**src/astc_pkg.sv**
```systemverilog
package astc_pkg;

    typedef logic [7:0] t_byte;
    typedef logic [1:0] t_phase;
    typedef logic [1:0] t_reg_idx;

    // parse phase codes
    localparam t_phase PH_LEN  = 2'd0;
    localparam t_phase PH_TYPE = 2'd1;
    localparam t_phase PH_SKIP = 2'd2;

    // register indexes (byte address / 4)
    localparam t_reg_idx REG_TARGET_TYPE   = 2'd0;
    localparam t_reg_idx REG_TARGET_INDEX  = 2'd1;
    localparam t_reg_idx REG_STOP_ON_MATCH = 2'd2;

    localparam int ADDR_W = 4;
    localparam int DATA_W = 32;

    // service uuid list type codes
    localparam t_byte AD_UUID16_INC  = 8'h02;
    localparam t_byte AD_UUID16_CMP  = 8'h03;
    localparam t_byte AD_UUID32_INC  = 8'h04;
    localparam t_byte AD_UUID32_CMP  = 8'h05;
    localparam t_byte AD_UUID128_INC = 8'h06;
    localparam t_byte AD_UUID128_CMP = 8'h07;

    localparam t_byte OFFSET_MAX = 8'hFF;

endpackage

```
**src/adv_structure_type_counter_top.sv**
```systemverilog
// a result beat is offered once its last payload byte has passed the input register
// (the input register takes the byte, the result register is then loaded from it)
// throughput: one payload byte per cycle while the input is not stalled
// the input stalls only while a finished result is still waiting and a last byte is held
// reset is synchronous and active low: it clears the configuration, the walk state and both valids
module adv_structure_type_counter_top (
    input  logic                          i_clk,
    input  logic                          i_rst_n,
    input  logic                          psel,
    input  logic                          penable,
    input  logic                          pwrite,
    input  logic [astc_pkg::ADDR_W-1:0]   paddr,
    input  logic [astc_pkg::DATA_W-1:0]   pwdata,
    output logic [astc_pkg::DATA_W-1:0]   prdata,
    output logic                          pready,
    input  logic                          i_in_valid,
    output logic                          o_in_stall,
    input  astc_pkg::t_byte               i_payload_byte,
    input  astc_pkg::t_byte               i_packet_length,
    input  logic                          i_last_byte,
    output logic                          o_out_valid,
    input  logic                          i_out_stall,
    output astc_pkg::t_byte               o_match_count,
    output astc_pkg::t_byte               o_location,
    output logic                          o_location_valid,
    output logic                          o_stopped_at_index,
    output logic                          o_malformed
);
    import astc_pkg::*;

    // configuration
    t_byte    r_target_type;
    t_byte    r_target_index;
    logic     r_stop_on_match;
    t_reg_idx w_reg_idx;
    logic     w_cfg_wr;

    // input register
    logic     r_in_valid;
    t_byte    r_in_byte;
    t_byte    r_in_plen;
    logic     r_in_last;

    // walk state
    t_byte    r_byte_offset, n_byte_offset;
    t_phase   r_parse_phase, n_parse_phase;
    t_byte    r_structure_start, n_structure_start;
    t_byte    r_structure_left, n_structure_left;
    t_byte    r_running_count, n_running_count;
    t_byte    r_end_offset, n_end_offset;
    logic     r_walk_done, n_walk_done;
    logic     r_overrun_seen, n_overrun_seen;
    logic     r_hit_index, n_hit_index;
    logic     r_empty_pending, n_empty_pending;

    // result register
    logic     r_out_valid;
    t_byte    r_out_count, n_out_count;
    t_byte    r_out_loc, n_out_loc;
    logic     r_out_loc_valid, n_out_loc_valid;
    logic     r_out_stopped, n_out_stopped;
    logic     r_out_malformed, n_out_malformed;

    logic     w_fire;
    logic     w_out_free;

    // match arithmetic, one type check per byte at most
    logic     w_check_en;
    logic     w_match;
    t_byte    w_flen;
    t_byte    w_add;
    t_byte    w_cnt_new;
    logic     w_hit;
    logic [8:0] w_off_plus2;
    logic     w_short;
    logic     w_over;
    logic     w_loc_ok;

    assign pready    = 1'b1;
    assign w_reg_idx = paddr[ADDR_W-1:2];
    assign w_cfg_wr  = psel && penable && pwrite && pready;

    always_comb begin
        prdata = '0;
        case (w_reg_idx)
            REG_TARGET_TYPE:   prdata = {{(DATA_W-8){1'b0}}, r_target_type};
            REG_TARGET_INDEX:  prdata = {{(DATA_W-8){1'b0}}, r_target_index};
            REG_STOP_ON_MATCH: prdata = {{(DATA_W-1){1'b0}}, r_stop_on_match};
            default:           prdata = '0;
        endcase
    end

    always_ff @(posedge i_clk) begin
        if (!i_rst_n) begin
            r_target_type   <= '0;
            r_target_index  <= '0;
            r_stop_on_match <= 1'b0;
        end else if (w_cfg_wr) begin
            case (w_reg_idx)
                REG_TARGET_TYPE:   r_target_type   <= pwdata[7:0];
                REG_TARGET_INDEX:  r_target_index  <= pwdata[7:0];
                REG_STOP_ON_MATCH: r_stop_on_match <= pwdata[0];
                default: ;
            endcase
        end
    end

    // a held last byte waits until the result register can take its beat
    assign w_out_free = !r_out_valid || !i_out_stall;
    assign w_fire     = r_in_valid && (!r_in_last || w_out_free);
    assign o_in_stall = r_in_valid && !w_fire;

    always_ff @(posedge i_clk) begin
        if (!i_rst_n) begin
            r_in_valid <= 1'b0;
        end else if (!o_in_stall) begin
            r_in_valid <= i_in_valid;
        end
    end

    always_ff @(posedge i_clk) begin
        if (!o_in_stall) begin
            r_in_byte <= i_payload_byte;
            r_in_plen <= i_packet_length;
            r_in_last <= i_last_byte;
        end
    end

    always_comb begin
        w_check_en = !r_walk_done
                   && ((r_parse_phase == PH_TYPE)
                       || (r_parse_phase == PH_LEN && r_empty_pending));
        w_match    = (r_in_byte == r_target_type);
        w_flen     = (r_parse_phase == PH_TYPE) ? r_structure_left : 8'd0;
        case (r_in_byte) inside
            AD_UUID16_INC, AD_UUID16_CMP:   w_add = w_flen >> 1;
            AD_UUID32_INC, AD_UUID32_CMP:   w_add = w_flen >> 2;
            AD_UUID128_INC, AD_UUID128_CMP: w_add = w_flen >> 4;
            default:                        w_add = 8'd1;
        endcase
        w_cnt_new   = r_running_count + w_add;
        w_hit       = w_check_en && w_match && r_stop_on_match
                    && ((r_target_index == 8'd0) || (w_cnt_new == r_target_index));
        // fewer than two bytes left, or a length that reaches the end
        w_off_plus2 = {1'b0, r_byte_offset} + 9'd2;
        w_short     = {1'b0, r_in_plen} < w_off_plus2;
        w_over      = ({1'b0, r_in_byte} + {1'b0, r_byte_offset}) >= {1'b0, r_in_plen};
    end

    always_comb begin
        n_byte_offset     = r_byte_offset;
        n_parse_phase     = r_parse_phase;
        n_structure_start = r_structure_start;
        n_structure_left  = r_structure_left;
        n_running_count   = r_running_count;
        n_end_offset      = r_end_offset;
        n_walk_done       = r_walk_done;
        n_overrun_seen    = r_overrun_seen;
        n_hit_index       = r_hit_index;
        n_empty_pending   = r_empty_pending;
        w_loc_ok          = 1'b0;

        if (w_check_en && w_match) begin
            n_running_count = w_cnt_new;
        end
        if (w_hit) begin
            n_walk_done  = 1'b1;
            n_hit_index  = 1'b1;
            n_end_offset = r_structure_start;
        end

        if (!r_walk_done) begin
            case (r_parse_phase)
                PH_TYPE: begin
                    if (!w_hit) begin
                        if (r_structure_left <= 8'd1) begin
                            n_parse_phase = PH_LEN;
                        end else begin
                            n_structure_left = r_structure_left - 8'd1;
                            n_parse_phase    = PH_SKIP;
                        end
                    end
                end
                PH_SKIP: begin
                    n_structure_left = r_structure_left - 8'd1;
                    if (r_structure_left == 8'd1) begin
                        n_parse_phase = PH_LEN;
                    end
                end
                default: begin
                    n_parse_phase   = PH_LEN;
                    n_empty_pending = 1'b0;
                    if (!w_hit) begin
                        if (w_short) begin
                            n_walk_done  = 1'b1;
                            n_end_offset = r_byte_offset;
                        end else if (w_over) begin
                            n_walk_done    = 1'b1;
                            n_overrun_seen = 1'b1;
                        end else begin
                            n_structure_start = r_byte_offset;
                            n_structure_left  = r_in_byte;
                            if (r_in_byte == 8'd0) begin
                                n_empty_pending = 1'b1;
                            end else begin
                                n_parse_phase = PH_TYPE;
                            end
                        end
                    end
                end
            endcase
        end

        if (!r_in_last) begin
            if (r_byte_offset != OFFSET_MAX) begin
                n_byte_offset = r_byte_offset + 8'd1;
            end
        end else if (!n_walk_done) begin
            // early last byte: clean end only on a structure boundary
            if (n_parse_phase == PH_LEN && !n_empty_pending) begin
                n_end_offset = (r_byte_offset != OFFSET_MAX) ? r_byte_offset + 8'd1
                                                              : OFFSET_MAX;
            end else begin
                n_overrun_seen = 1'b1;
            end
        end

        w_loc_ok        = !n_overrun_seen && (n_hit_index || (n_end_offset != 8'd0));
        n_out_count     = n_running_count;
        n_out_loc       = w_loc_ok ? n_end_offset : 8'd0;
        n_out_loc_valid = w_loc_ok;
        n_out_stopped   = n_hit_index;
        n_out_malformed = n_overrun_seen;

        if (r_in_last) begin
            n_byte_offset     = '0;
            n_parse_phase     = PH_LEN;
            n_structure_start = '0;
            n_structure_left  = '0;
            n_running_count   = '0;
            n_end_offset      = '0;
            n_walk_done       = 1'b0;
            n_overrun_seen    = 1'b0;
            n_hit_index       = 1'b0;
            n_empty_pending   = 1'b0;
        end
    end

    always_ff @(posedge i_clk) begin
        if (!i_rst_n) begin
            r_byte_offset     <= '0;
            r_parse_phase     <= PH_LEN;
            r_structure_start <= '0;
            r_structure_left  <= '0;
            r_running_count   <= '0;
            r_end_offset      <= '0;
            r_walk_done       <= 1'b0;
            r_overrun_seen    <= 1'b0;
            r_hit_index       <= 1'b0;
            r_empty_pending   <= 1'b0;
        end else if (w_fire) begin
            r_byte_offset     <= n_byte_offset;
            r_parse_phase     <= n_parse_phase;
            r_structure_start <= n_structure_start;
            r_structure_left  <= n_structure_left;
            r_running_count   <= n_running_count;
            r_end_offset      <= n_end_offset;
            r_walk_done       <= n_walk_done;
            r_overrun_seen    <= n_overrun_seen;
            r_hit_index       <= n_hit_index;
            r_empty_pending   <= n_empty_pending;
        end
    end

    always_ff @(posedge i_clk) begin
        if (!i_rst_n) begin
            r_out_valid <= 1'b0;
        end else if (w_fire && r_in_last) begin
            r_out_valid <= 1'b1;
        end else if (!i_out_stall) begin
            r_out_valid <= 1'b0;
        end
    end

    always_ff @(posedge i_clk) begin
        if (w_fire && r_in_last) begin
            r_out_count     <= n_out_count;
            r_out_loc       <= n_out_loc;
            r_out_loc_valid <= n_out_loc_valid;
            r_out_stopped   <= n_out_stopped;
            r_out_malformed <= n_out_malformed;
        end
    end

    assign o_out_valid        = r_out_valid;
    assign o_match_count      = r_out_count;
    assign o_location         = r_out_loc;
    assign o_location_valid   = r_out_loc_valid;
    assign o_stopped_at_index = r_out_stopped;
    assign o_malformed        = r_out_malformed;

`ifndef SYNTH
    // a fresh result beat only follows a processed last byte
    a_result_from_last: assert property (@(posedge i_clk) disable iff (!i_rst_n)
        (r_out_valid && (!$past(r_out_valid) || !$past(i_out_stall)))
            |-> $past(w_fire && r_in_last))
        else $error("result beat without a last byte");

    // the packet state is back at its reset values after the last byte
    a_clear_after_last: assert property (@(posedge i_clk) disable iff (!i_rst_n)
        $past(w_fire && r_in_last) |-> (r_byte_offset == 8'd0 && r_parse_phase == PH_LEN
            && !r_walk_done && !r_empty_pending && r_running_count == 8'd0))
        else $error("walk state not cleared after last byte");

    // a stop at the indexed match always carries a location and no overrun
    a_stop_has_loc: assert property (@(posedge i_clk) disable iff (!i_rst_n)
        (o_out_valid && o_stopped_at_index) |-> (o_location_valid && !o_malformed))
        else $error("stop without location");

    // input stalls only behind a waiting result with a last byte held
    a_stall_cause: assert property (@(posedge i_clk) disable iff (!i_rst_n)
        o_in_stall |-> (r_in_valid && r_in_last && r_out_valid && i_out_stall))
        else $error("input stalled without cause");
`endif

endmodule

```
**config.mk**
```make
export PLATFORM = sky130hd
export DESIGN_NAME = adv_structure_type_counter_top
export DESIGN_NICKNAME = d
export VERILOG_FILES = /design/src/astc_pkg.sv /design/src/adv_structure_type_counter_top.sv
export SDC_FILE = /design/constraint.sdc
export NUM_CORES = 1
export LEC_CHECK = 0
export ABC_AREA = 1
export BUFFER_PORTS_ARGS = -buffer_cell sky130_fd_sc_hd__buf_2
export CORE_UTILIZATION = 57
export DETAILED_ROUTE_END_ITERATION = 8
export GPL_TIMING_DRIVEN = 0
export PLACE_DENSITY_LB_ADDON = 0.3
export SYNTH_ARGS = -nofsm -noshare
export SYNTH_HDL_FRONTEND = slang
export SYNTH_SLANG_ARGS = --single-unit
export TNS_END_PERCENT = 20
```
**constraint.sdc**
```tcl
create_clock -name i_clk -period 5.2 [get_ports i_clk]
set_input_delay 0.26 -clock i_clk [delete_from_list [all_inputs] [get_ports i_clk]]
set_output_delay 0.26 -clock i_clk [all_outputs]
set_load 0.005 [all_outputs]
```
* Word level (Yosys, flattened, before mapping)
Index checks and enable logic that the tools add are counted.
Widths: inputs -> output; s select.
** Cells by class
- Equality and inequality tests :: 25
- Reductions and logical operators :: 41
- Order comparisons :: 3
- Add/sub/neg operators :: 5
- Multiplexer cells :: 70
** Operators by type and width (count)
- $mux 8 :: 28
- $eq 8x3->1 const B :: 4
- $mux 1 :: 31
- $pmux 8 s3 :: 1
- $eq 8x2->1 const B :: 2
- $eq 8x8->1 :: 2
- $logic_not 8->1 :: 2
- $pmux 8 s2 :: 1
- $logic_and 1x1->1 :: 12
- $mux 2 :: 5
- $add 8x2->9 const B :: 1
- $add 8x8->9 :: 1
- $ge 9x8->1 :: 1
- $lt 8x9->1 :: 1
- $add 8x1->8 const B :: 1
- $add 8x8->8 :: 1
- $eq 8x1->1 const B :: 1
- $le 8x1->1 const B :: 1
- $ne 2x2->1 const B :: 4
- $ne 4x2->1 const B :: 2
- $ne 8x8->1 const B :: 1
- $reduce_and 2->1 :: 4
- $reduce_bool 8->1 :: 1
- $reduce_or 2->1 :: 4
- 16 further kinds :: 32
** Storage, ports and cells
- Word-level logic and storage cells :: 167
- Input port bits :: 60
- Output and inout port bits :: 54
- Register bits after elaboration :: 101

* Longest topological paths before layout
- Depth in word-level cells :: 20
- Mapped depth :: 35

* Worst setup path after synthesis
Ideal clock, no wire load.
- Path type :: register -> register
- From :: reg r_parse_phase[1]
- To :: reg r_out_loc[1], in the netlist o_location[1], data pin
- Cell stages (with the launch flop) :: 34
- Period minus slack after synthesis :: 4.129 ns
- Data required time :: 4.947 ns
- Slack :: 1.071 ns
- Buffers on the path :: 2
- Library setup time :: 0.253 ns
- Arrival :: 3.876 ns
- Cell sequence :: dfxtp_1 -> inv_1 -> ha_1 -> clkbuf_1 -> nand2_1 -> a221oi_1 -> ha_1 -> inv_1 -> fa_1 -> inv_1 -> nand2_1 -> nand2_1 -> nand3_2 -> nand2_1 -> nand2_1 -> nand2_1 -> nand3_1 -> nor2_1 -> nand2_1 -> nand2_2 -> nand2_2 -> buf_6 -> nand2_4 -> nand2_2 -> nand2_1 -> nand2_2 -> a21oi_4 -> nand3_4 -> nand2_1 -> o21ai_1 -> nor2_1 -> nand3_2 -> nand2_4 -> nor2_1
** On the way
- Word-level cells in the longest chain between the ends :: 20
- Elaborated cells on any way between the ends :: 53
- Classes of those cells :: add/sub: 1; eq/ne: 3; mux: 33; reduce/logical: 16
** RTL lines
- from (decl) :: RTL line adv_structure_type_counter_top.sv:46 : t_phase r_parse_phase, n_parse_phase;
- from (signal assigned) :: RTL line adv_structure_type_counter_top.sv:263 : r_parse_phase <= n_parse_phase;
- $eq 2x1->1 :: RTL line adv_structure_type_counter_top.sv:131, adv_structure_type_counter_top.sv:134, adv_structure_type_counter_top.sv:173
- $mux 8 :: RTL line adv_structure_type_counter_top.sv:134 : w_flen = (r_parse_phase == PH_TYPE) ? r_structure_left : 8'd0;
- $mux 4 :: RTL line adv_structure_type_counter_top.sv:135 : case (r_in_byte) inside
- $mux 6 :: RTL line adv_structure_type_counter_top.sv:135
- $mux 7 :: RTL line adv_structure_type_counter_top.sv:135
- $add 8x8->8 :: RTL line adv_structure_type_counter_top.sv:141 : w_cnt_new = r_running_count + w_add;
- $eq 8x8->1 :: RTL line adv_structure_type_counter_top.sv:143 : && ((r_target_index == 8'd0) || (w_cnt_new == r_target_index));
- $logic_or 1x1->1 :: RTL line adv_structure_type_counter_top.sv:143
- [... 4 more ...]
- $logic_not 2->1 (tied with other cells) :: RTL line adv_structure_type_counter_top.sv:220 : if (n_parse_phase == PH_LEN && !n_empty_pending) begin
- $logic_and 1x1->1 (tied with other cells) :: RTL line adv_structure_type_counter_top.sv:220
- $mux 8 or $mux 1 (tied branches) :: RTL line adv_structure_type_counter_top.sv:220, adv_structure_type_counter_top.sv:172
- $mux 8 :: RTL line adv_structure_type_counter_top.sv:218 : end else if (!n_walk_done) begin
- $mux 8 :: RTL line adv_structure_type_counter_top.sv:214 : if (!r_in_last) begin
- $reduce_bool 8->1 :: RTL line adv_structure_type_counter_top.sv:228 : w_loc_ok = !n_overrun_seen && (n_hit_index || (n_end_offset != 8'd0));
- $logic_or 1x1->1 :: RTL line adv_structure_type_counter_top.sv:228
- $logic_and 1x1->1 :: RTL line adv_structure_type_counter_top.sv:228
- to (signal assigned) :: RTL line adv_structure_type_counter_top.sv:288 : r_out_loc <= n_out_loc;
- to (decl) :: RTL line adv_structure_type_counter_top.sv:59 : t_byte r_out_loc, n_out_loc;
Parallel ways exist; a longest one is shown, timed or not.
A chain may end at the register's enable or synchronous reset.

* Final worst setup path
- From :: reg r_parse_phase[1]
- To :: reg r_structure_start[7]
** On the way
- Word-level cells in the longest chain between the ends :: 11
- Elaborated cells on any way between the ends :: 20
- Classes of those cells :: add/sub: 1; eq/ne: 5; mux: 4; reduce/logical: 10
** RTL lines
- $eq 2x1->1 :: RTL line adv_structure_type_counter_top.sv:131, adv_structure_type_counter_top.sv:134, adv_structure_type_counter_top.sv:173
- $mux 8 :: RTL line adv_structure_type_counter_top.sv:134
- $mux 4 :: RTL line adv_structure_type_counter_top.sv:135
- $mux 6 :: RTL line adv_structure_type_counter_top.sv:135
- $mux 7 :: RTL line adv_structure_type_counter_top.sv:135
- $add 8x8->8 :: RTL line adv_structure_type_counter_top.sv:141
- $eq 8x8->1 :: RTL line adv_structure_type_counter_top.sv:143
- $logic_or 1x1->1 :: RTL line adv_structure_type_counter_top.sv:143
- $logic_and 1x1->1 :: RTL line adv_structure_type_counter_top.sv:143
- $ne 2x2->1 (no source line)
- $reduce_and 6->1 (no source line) (*)
- to (signal assigned) :: RTL line adv_structure_type_counter_top.sv:264 : r_structure_start <= n_structure_start;
- to (decl) :: RTL line adv_structure_type_counter_top.sv:47 : t_byte r_structure_start, n_structure_start;
Mark *: on every way between the ends. The rest lies on a longest branch, timed or not.

==> results.json <==
{
  "status": "complete, no violations",
  "path_class": "reg2reg",
  "numCtsBuffers": 9,
  "placed_area_mm2": 0.00701,
  "synth_edf_count": 36,
  "clockBufferDepth": 2,
  "post_drt_wl_per_cell_um": 14.2,
  "hold_start": "i_packet_length[5]",
  "yosys_warnings": 0,
  "ys_async_sr_fraction": 0,
  "stdcell_count": 1123,
  "min_period_over_period": 0.933,
  "syn_inst": 875,
  "cts_htree_levels": 3,
  "grt_pass1_vias": 5392,
  "portBuffers": 62,
  "switching_share": 0.276,
  "postRouteAntennaNets": 0,
  "path_buf_inv": 6,
  "share_clk_of_total_power": 0.391,
  "die_h_um": 108,
  "die_w_um": 108,
  "leakage_nw": 3.44,
  "worstMarginPinSlew_ps": 1440,
  "dp_cells": 1100,
  "drv_cap": 0,
  "internal_power_mw": 1.36,
  "synth_ff_type": "dfxtp_1",
  "cts_tree": "built",
  "drt_iter0_drc": 510,
  "synth_area_per_cell_um2": 7.35,
  "clk_latency_ps": 350,
  "r2r-end": "r_structure_start[7]",
  "p_per_area_mw_per_mm2": 254,
  "numClockSinks": 101,
  "power_frac_comb": 0.150,
  "path_clk_slew_ps": 70,
  "core_mm2": 0.0109,
  "crit_path_max_incr_delay_ps": 1090,
  "ys_seq_elements": 101,
  "arrival_ps": 5130,
  "slew_viol_final": 0,
  "cp-start-kind": "flop",
  "switching_power_mw": 0.520,
  "crit_required_ps": 5480,
  "yosys.area.top_type": "dfxtp_1",
  "area_growth_pct": 15.3,
  "r2r_cells": 25,
  "critPathCaptureType": "flop",
  "ir_drop_mv": 0.183,
  "start_util": 0.588,
  "synth_top_area_frac": 0.202,
  "synthDistinctLibCells": 50,
  "drive_above_1_share": 0.151,
  "hold_depth": 1,
  "final_cell_mix": "nand2_1, inv_1, nor2_1",
  "viasPerCell": 5.39,
  "fin_area_mm2": 0.00742,
  "synth.area.top_cells": "dfxtp_1, edfxtp_1, nand2_1, ha_1, inv_1",
  "fmax_ghz": 0.206,
  "min_period_ps": 4850,
  "n_antenna_cell": 0,
  "dr.pass1.iters": 6,
  "slew_headroom": 0.0315,
  "n_fill_cell": 954,
  "dieArea_mm2": 0.0117,
  "nNetsFinal": 1077,
  "wl_um": 15900,
  "crit_fanout": 10,
  "finalHoldViolCount": 0,
  "grt_max_degree": 22,
  "grt_use_total": 0.286,
  "crit_top_cell": "nand2_1",
  "antenna_found_initial": 0,
  "crit_slowest_cell": "nor4_1",
  "hp-class": "in2reg",
  "r2r_slack_ps": 350,
  "seqCellArea_mm2": 0.00238,
  "multiInputGateArea_mm2": 0.00349,
  "fin_skew_ps": 9.72,
  "fin_setup_tns_ps": 0,
  "rows": 38,
  "finalWeightedCongestion": 0.944,
  "whs_endpoint": "r_in_plen[5]",
  "drc": 0,
  "vias": 6053,
  "netlist_area_mm2": 0.00643,
  "pin_count": 114,
  "synth-seq-area-share": 0.370,
  "globalRouteOverflowTotal": 0,
  "crit_family": "simple AND/OR/NAND/NOR gates",
  "setup_viol": 0,
  "cts-root-buf": "clkbuf_16",
  "final_common_cell": "nand2_1",
  "reg2reg_from": "r_parse_phase[1]",
  "p_seq_frac": 0.460,
  "grt_pass1_wl_um": 25800,
  "hpwl_um": 12200
}
-- synthesized netlist by cell type (8+ instances only) --
| cell | instances |
|---|---|
| a31oi_1 | 8 |
| nor3_1 | 8 |
| xor2_1 | 13 |
| xnor2_1 | 9 |
| nand2_1 | 197 |
| edfxtp_1 | 36 |
| o21ai_0 | 49 |
| nand4_1 | 11 |
| clkbuf_1 | 14 |
| dfxtp_1 | 65 |
| ha_1 | 37 |
| nor2_1 | 90 |
| a21oi_1 | 69 |
| nand3_1 | 59 |
| buf_4 | 26 |
| inv_1 | 99 |
-- registers in the layout (all words and copies together), names as in the netlist, 2 cells and up --
signal	count
r_parse_phase	2
r_target_type	8
r_structure_left	8
r_structure_start	8
o_match_count	8
r_in_byte	8
r_running_count	8
r_target_index	8
o_location	8
r_in_plen	8
r_byte_offset	8
r_end_offset	8
-- layout make-up --
type | instances | area share
sequential | 101 | 0.321
inverter | 102 | 0.0516
clock inverter | 5 | 0.00945
clock buffer | 11 | 0.0343
timing repair buffer | 69 | 0.0489
tap | 140 | 0.0236
buffer | 48 | 0.0396
multi-input combinational | 647 | 0.471
-- logic make-up after synthesis --
family / synth area share
AOI/OAI and AO/OA: 0.149
xor gates and xnor gates: 0.0300
adders and majority gates: 0.0782
buffers and inverters: 0.105
DFF: 0.370
muxes: 0.00331
other: 0.00117
and+or+nand+nor: 0.263
-- metal layers --
metal	vias to the layer above	share of wire	GRT usage
met5	-	0	0
met4	0	0.025	0.114
met3	31	0.071	0.0374
met2	248	0.46	0.467
met1	2695	0.44	0.384
li1	3079	-	-
-- worst max-delay path by stage --
| stage | from | end | slack, ps | cells past startpoint |
|---|---|---|---|---|
| 6_report | r_parse_phase[1] | r_structure_start[7] | 350 | 25 |
| 5_1_grt | r_in_byte[4] | o_location[3] | -60 | 34 |
| 4_1_cts | r_parse_phase[0] | o_location[7] | 110 | 29 |
| 3_5_place_dp | r_parse_phase[0] | o_location[7] | 140 | 29 |
| 3_3_place_gp | r_parse_phase[0] | o_location[7] | 170 | 31 |
| 2_1_floorplan | r_parse_phase[1] | o_location[1] | 1070 | 33 |
-- timing repair --
action / CTS / global route
hold buffers: 0 / 0
gates resized for setup: 0 / 12
setup endpoints to repair: 0 / 16
setup buffers: 0 / 7
-- power groups by stage --
stage | combinational [mW] | sequential [mW] | clock, mW
global route | 0.319 | 0.868 | 0.776
finish | 0.282 | 0.866 | 0.736
global placement | 0.264 | 0.883 | 0
floorplan | 0.202 | 0.876 | 0
CTS | 0.271 | 0.865 | 0.739
detailed placement | 0.270 | 0.884 | 0
-- per-stage QoR --
step | hold WS (ps) | total power [mW] | util | worst slack [ps]
2_1_floorplan | 359 | 1.08 | - | 1070
3_3_place_gp | 437 | 1.15 | 0.641 | 170
3_5_place_dp | 438 | 1.15 | 0.641 | 137
4_1_cts | 76.6 | 1.88 | 0.670 | 115
5_1_grt | 70.4 | 1.96 | 0.678 | -58.9
6_report | 78.3 | 1.88 | 0.678 | 350
(Power assumes the default switching activity.)
